### config.mk
export PLATFORM = sky130hd
export DESIGN_NAME = ctp_divider
export DESIGN_NICKNAME = d
export VERILOG_FILES = /design/src/ctp_pkg.sv /design/src/ctp_divider.sv
export SDC_FILE = /design/constraint.sdc
export NUM_CORES = 2
export LEC_CHECK = 0
export BUFFER_PORTS_ARGS = -buffer_cell sky130_fd_sc_hd__buf_2
export CAP_MARGIN = 20
export CORE_MARGIN = 4
export CORE_UTILIZATION = 70
export DETAILED_ROUTE_END_ITERATION = 8
export HOLD_SLACK_MARGIN = 0.06
export PLACE_DENSITY = 0.87
export SYNTH_ARGS = -nofsm -noshare
export SYNTH_HDL_FRONTEND = slang
export SYNTH_SLANG_ARGS = --single-unit
export TNS_END_PERCENT = 100
### constraint.sdc
create_clock -name clk -period 10 [get_ports clk]
set_input_delay 0.5 -clock clk [delete_from_list [all_inputs] [get_ports clk]]
set_output_delay 0.5 -clock clk [all_outputs]
set_load 0.01 [all_outputs]
### src/ctp_pkg.sv
`timescale 1ns / 1ps

package ctp_pkg;

	localparam int TIME_WIDTH = 32;
	localparam int POS_WIDTH  = 32;
	localparam int FRAC_BITS  = 24;

	// normalized time s lies in [0, 2^FRAC_BITS]
	localparam int S_WIDTH     = FRAC_BITS + 1;
	localparam int REM_WIDTH   = TIME_WIDTH + 1;
	localparam int BLEND_WIDTH = S_WIDTH + 2;
	localparam int MAG_WIDTH   = POS_WIDTH + 1;
	localparam int PROD_WIDTH  = MAG_WIDTH + S_WIDTH;

	localparam logic [S_WIDTH-1:0] BLEND_ONE = S_WIDTH'(1) << FRAC_BITS;

	localparam int CFG_IDX_WIDTH  = 2;
	localparam int CFG_DATA_WIDTH = (TIME_WIDTH > POS_WIDTH) ? TIME_WIDTH : POS_WIDTH;

	typedef enum logic [CFG_IDX_WIDTH-1:0] {
		REG_START_TIME = 2'd0,
		REG_END_TIME   = 2'd1,
		REG_START_POS  = 2'd2,
		REG_END_POS    = 2'd3
	} cfg_reg_t;

	typedef enum logic [1:0] {
		PH_BEFORE = 2'd0,
		PH_MOVING = 2'd1,
		PH_AFTER  = 2'd2
	} phase_t;

	typedef struct packed {
		logic   vld;
		phase_t phase;
	} ctp_tag_t;

endpackage

### src/ctp_divider.sv
`timescale 1ns / 1ps

// Pipelined restoring divider: quo = floor(num * 2^FRAC_BITS / den), num <= den.
// One quotient bit per stage, MSB first.
module ctp_divider
	import ctp_pkg::*;
(
	input  logic                  clk,
	input  logic                  arst_n,
	input  logic                  en,
	input  ctp_tag_t              in_tag,
	input  logic [TIME_WIDTH-1:0] num,
	input  logic [TIME_WIDTH-1:0] den,
	output ctp_tag_t              out_tag,
	output logic [S_WIDTH-1:0]    quo
);

	ctp_tag_t               tag_sd [S_WIDTH];
	logic [REM_WIDTH-1:0]   rem_sd [S_WIDTH];
	logic [S_WIDTH-1:0]     quo_sd [S_WIDTH];

	for (genvar k = 0; k < S_WIDTH; k++) begin : g_step
		logic [REM_WIDTH-1:0] x;
		ctp_tag_t             tag_in;
		logic [S_WIDTH-1:0]   quo_in;
		logic                 ge;

		if (k == 0) begin : g_head
			assign x      = {1'b0, num};
			assign tag_in = in_tag;
			assign quo_in = '0;
		end else begin : g_body
			assign x      = {rem_sd[k-1][REM_WIDTH-2:0], 1'b0};
			assign tag_in = tag_sd[k-1];
			assign quo_in = quo_sd[k-1];
		end

		assign ge = (x >= {1'b0, den});

		always_ff @(posedge clk or negedge arst_n) begin
			if (!arst_n) begin
				tag_sd[k] <= '0;
			end else if (en) begin
				tag_sd[k] <= tag_in;
			end
		end

		always_ff @(posedge clk) begin
			if (en) begin
				rem_sd[k] <= ge ? (x - {1'b0, den}) : x;
				quo_sd[k] <= {quo_in[S_WIDTH-2:0], ge};
			end
		end
	end

	assign out_tag = tag_sd[S_WIDTH-1];
	assign quo     = quo_sd[S_WIDTH-1];

endmodule

==> metrics.md <==
| Metric | Value |
|---|---|
| Mapped Cells | 8133 |
| Die Height | 353.5 um |
| P&R area growth vs syn | 7.677% |
| Port Buffers | 97 |
| CP Class | input pin to register |
| DR WL/cell | 23.79 um |
| Status | completed |
| Final hold viol count | 0 |
| Post-synth EDFFs | 1093 |
| Seq cells post-synth | 1168 |
| DIE AREA | 125000 um^2 |
| # fillers | 7978 |
| Die width | 353.5 um |
| Fin crit share | 48.04% |
| CTS tree | built |
| Worst EP arrival | 5330 ps |
| P_leak | 36.44 nW |
| Synth Cell Area | 83580 um^2 |
| Seq. cell area | 34700 um^2 |
| DP Cell Count | 9590 |
| Worst hold path type | input pin to register |
| Rows | 126 |
| Avg Synthesized Cell Area | 10.28 um^2 |
| RSZ-0062 raised after global routing | no |
| Slew Viols, Final | 0 |
| Via/cell ratio | 6.762 |
| Worst vdd ir | 0.2087 mV |
| CTS Root Cell | clkbuf_16 |
| Iteration-0 DRC Markers | 7218 |
| Final nets | 9077 |
| Total number of vias | 66454 |
| CTS buffer count | 119 |
| Layout Skew | 55.51 ps |
| Total of max-cap violations | 0 |
| Max clock buf depth | 3 |
| Drt first pass iters | 6 |
| Routed Antenna Nets | 0 |
| Synthesized Nets | 9026 |
| TNS Setup | 0 ps |
| DP HPWL | 160000 um |
| Gr usage total | 36.37% |
| CTS Sinks | 1168 |
| Tmin final | 4804 ps |
| Antenna violations before repair | 4 |
| Vias in the first global route | 63361 |
| Multi-input logic area | 47080 um^2 |
| Synth warn | 0 |
| Clk slew on worst S/H paths | 70 ps |
| Worst Path Required | 10530 ps |
| Core Util, Final | 76.11% |
| Total routed wirelength | 233800 um |
| Yosys cell types | 104 |
| Largest net degree at the start of global routing | 186 |
| CP Launch Type | input pin |
| Critical Path End Type | register |
| Starting Density | 70.68% |
| Non-Filler Instances | 9828 |
| Top_reg_cell synth | edfxtp_1 |
| First-pass GRT wire length | 356700 um |
| CP max FO | 19 |
| Core area | 118200 um^2 |
| Fraction of registers with async set/reset | 6.421% |
| Rel. slew slack | 27.77% |
| Top achievable clock speed | 0.2082 GHz |
| Final setup viols | 0 |
| Clock Latency Late Sink | 780 ps |
| Share of cells above drive strength 1 | 10.80% |
| Pwr/cell area | 366.0 nW/um^2 |
| Worst-Margin Slew | 1083 ps |
| Sequential element share of the synthesized area | 41.52% |
| Drc violations | 0 |
| Top-Level Pins | 98 |
| H-tree depth | 3 |
| GPL Wtd Cong | 0.9850 |
| Aggregate global routing overflow | 0 |
[critical path, cell delays in order]
cell      delay (ps)
buf_2            100
inv_2            280
buf_4            360
buf_4            450
ha_1             380
nand3_1          220
o21bai_1         240
a21o_1           210
nand3_1           90
a31oi_1          110
o21a_1           240
o31ai_2          280
o21ai_0          190
o31ai_4          850
buf_4            400
mux2_2           390
[cell families (layout without fill, tap and decap cells)]
logic type      Yosys count  after routing  share of synthesized area (%)
compound gates         2557           2557                          19.19
simple gates           2007           2007                          11.46
flops                  1168           1168                          41.52
fa+ha+maj               823            823                          12.54
xor+xnor                652            652                          6.833
buf+inv                 477            629                          2.344
mux                     449            449                          6.114
other cells               0              7                              0
[power breakdown]
group / total [mW] / internal [mW] / switching [mW]
clock network: 4.77 / 2.73 / 2.04
registers: 9.87 / 8.37 / 1.50
logic: 18.3 / 8.06 / 10.2
[path summary, 6_finish.rpt]
kind	start	end	slack [ps]	cells past startpoint
setup / recovery	den[15]	rem_sd[2][112]$_DFFE_PP_	5200	16
hold / removal	num[15]	rem_sd[0][15]$_DFFE_PP_	120	2
setup reg to reg	rem_sd[0][5]$_DFFE_PP_	rem_sd[0][40]$_DFFE_PP_	5480	11
hold reg to reg	quo_sd[0][201]$_DFFE_PP_	quo_sd[0][227]$_DFFE_PP_	380	0
max in group asynchronous	arst_n	g_step[17].tag_in[0]$_DFFE_PN0P_	8950	2
min in group asynchronous	arst_n	g_step[4].tag_in[2]$_DFFE_PN0P_	420	2
[state kept, by name (all words and copies together), names as in the netlist]
register and flops:
g_step.tag_in 72, out_tag 3, quo_sd 325, rem_sd 768
[placed cells by master, fill, tap and decap left out, drive strengths merged, types with 30 or more instances in the layout]
master  instances
ha            799
and3           65
o31ai          56
nand2         624
o21bai         76
xnor2         395
xor2          257
buf           169
inv           235
a21oi         774
clkinv         51
nor3          110
and2           47
a211oi         66
nand3         158
a31oi          90
o21ai         658
nor4           30
edfxtp       1093
nand4         134
mux2          426
nor2          489
clkbuf        135
o211ai         33
nor2b         126
a21o          414
dfrtp          75
nand2b        104
o21a          115
[layer usage]
layer  wire, um  share of wire [%]  up-vias  track usage [%]
met1      89060                 38    31295            46.83
met4      16650                7.1        2            22.51
met3      23550                 10      865            6.903
met5         13             0.0056        -                0
met2     104600                 45     3436            57.16
li1           -                  -    30856                -
[layout make-up]
class                           instances  share of cell area (%)
Multi-Input combinational cell       6488                   52.31
Sequential cell                      1168                   38.56
Clock inverter                         87                   1.283
Tap cell                             1536                   2.136
Timing Repair Buffer                  177                   1.360
Antenna cell                            7                 0.01946
Clock buffer                          135                   3.376
Inverter                              230                  0.9593
[repair_timing]
action	in CTS	in global routing
gates resized for setup	0	0
hold endpoints to repair	82	0
setup buffers	0	0
hold buffers	8	0
[synth_stat cells (all sizes together), types with 110 or more instances]
library cell	count	area, um^2
ha	799	9997
nand3	158	790.8
edfxtp	1093	32820
clkbuf	185	694.4
nand4	134	838.3
nand2	624	2342
xnor2	395	3460
nor2	489	1841
nor2b	126	788.3
inv	230	863.3
mux2	426	4880
o21ai	658	3297
a21o	414	3108
a21oi	774	3889
xor2	257	2251
nor3	110	550.5
o21a	115	863.3
[per-stage QoR]
stage,instance area [um^2],hold WS [ps],power [mW],setup slack (ps)
global route,89980,107.8,35.00,5073
floorplan,83580,204.4,23.11,5834
finish,89990,115.1,32.94,5196
detailed placement,85670,404.5,27.56,4611
CTS,89950,70.57,32.57,5371
global placement,85650,400.1,26.96,4612
(Power assumes the default switching activity.)
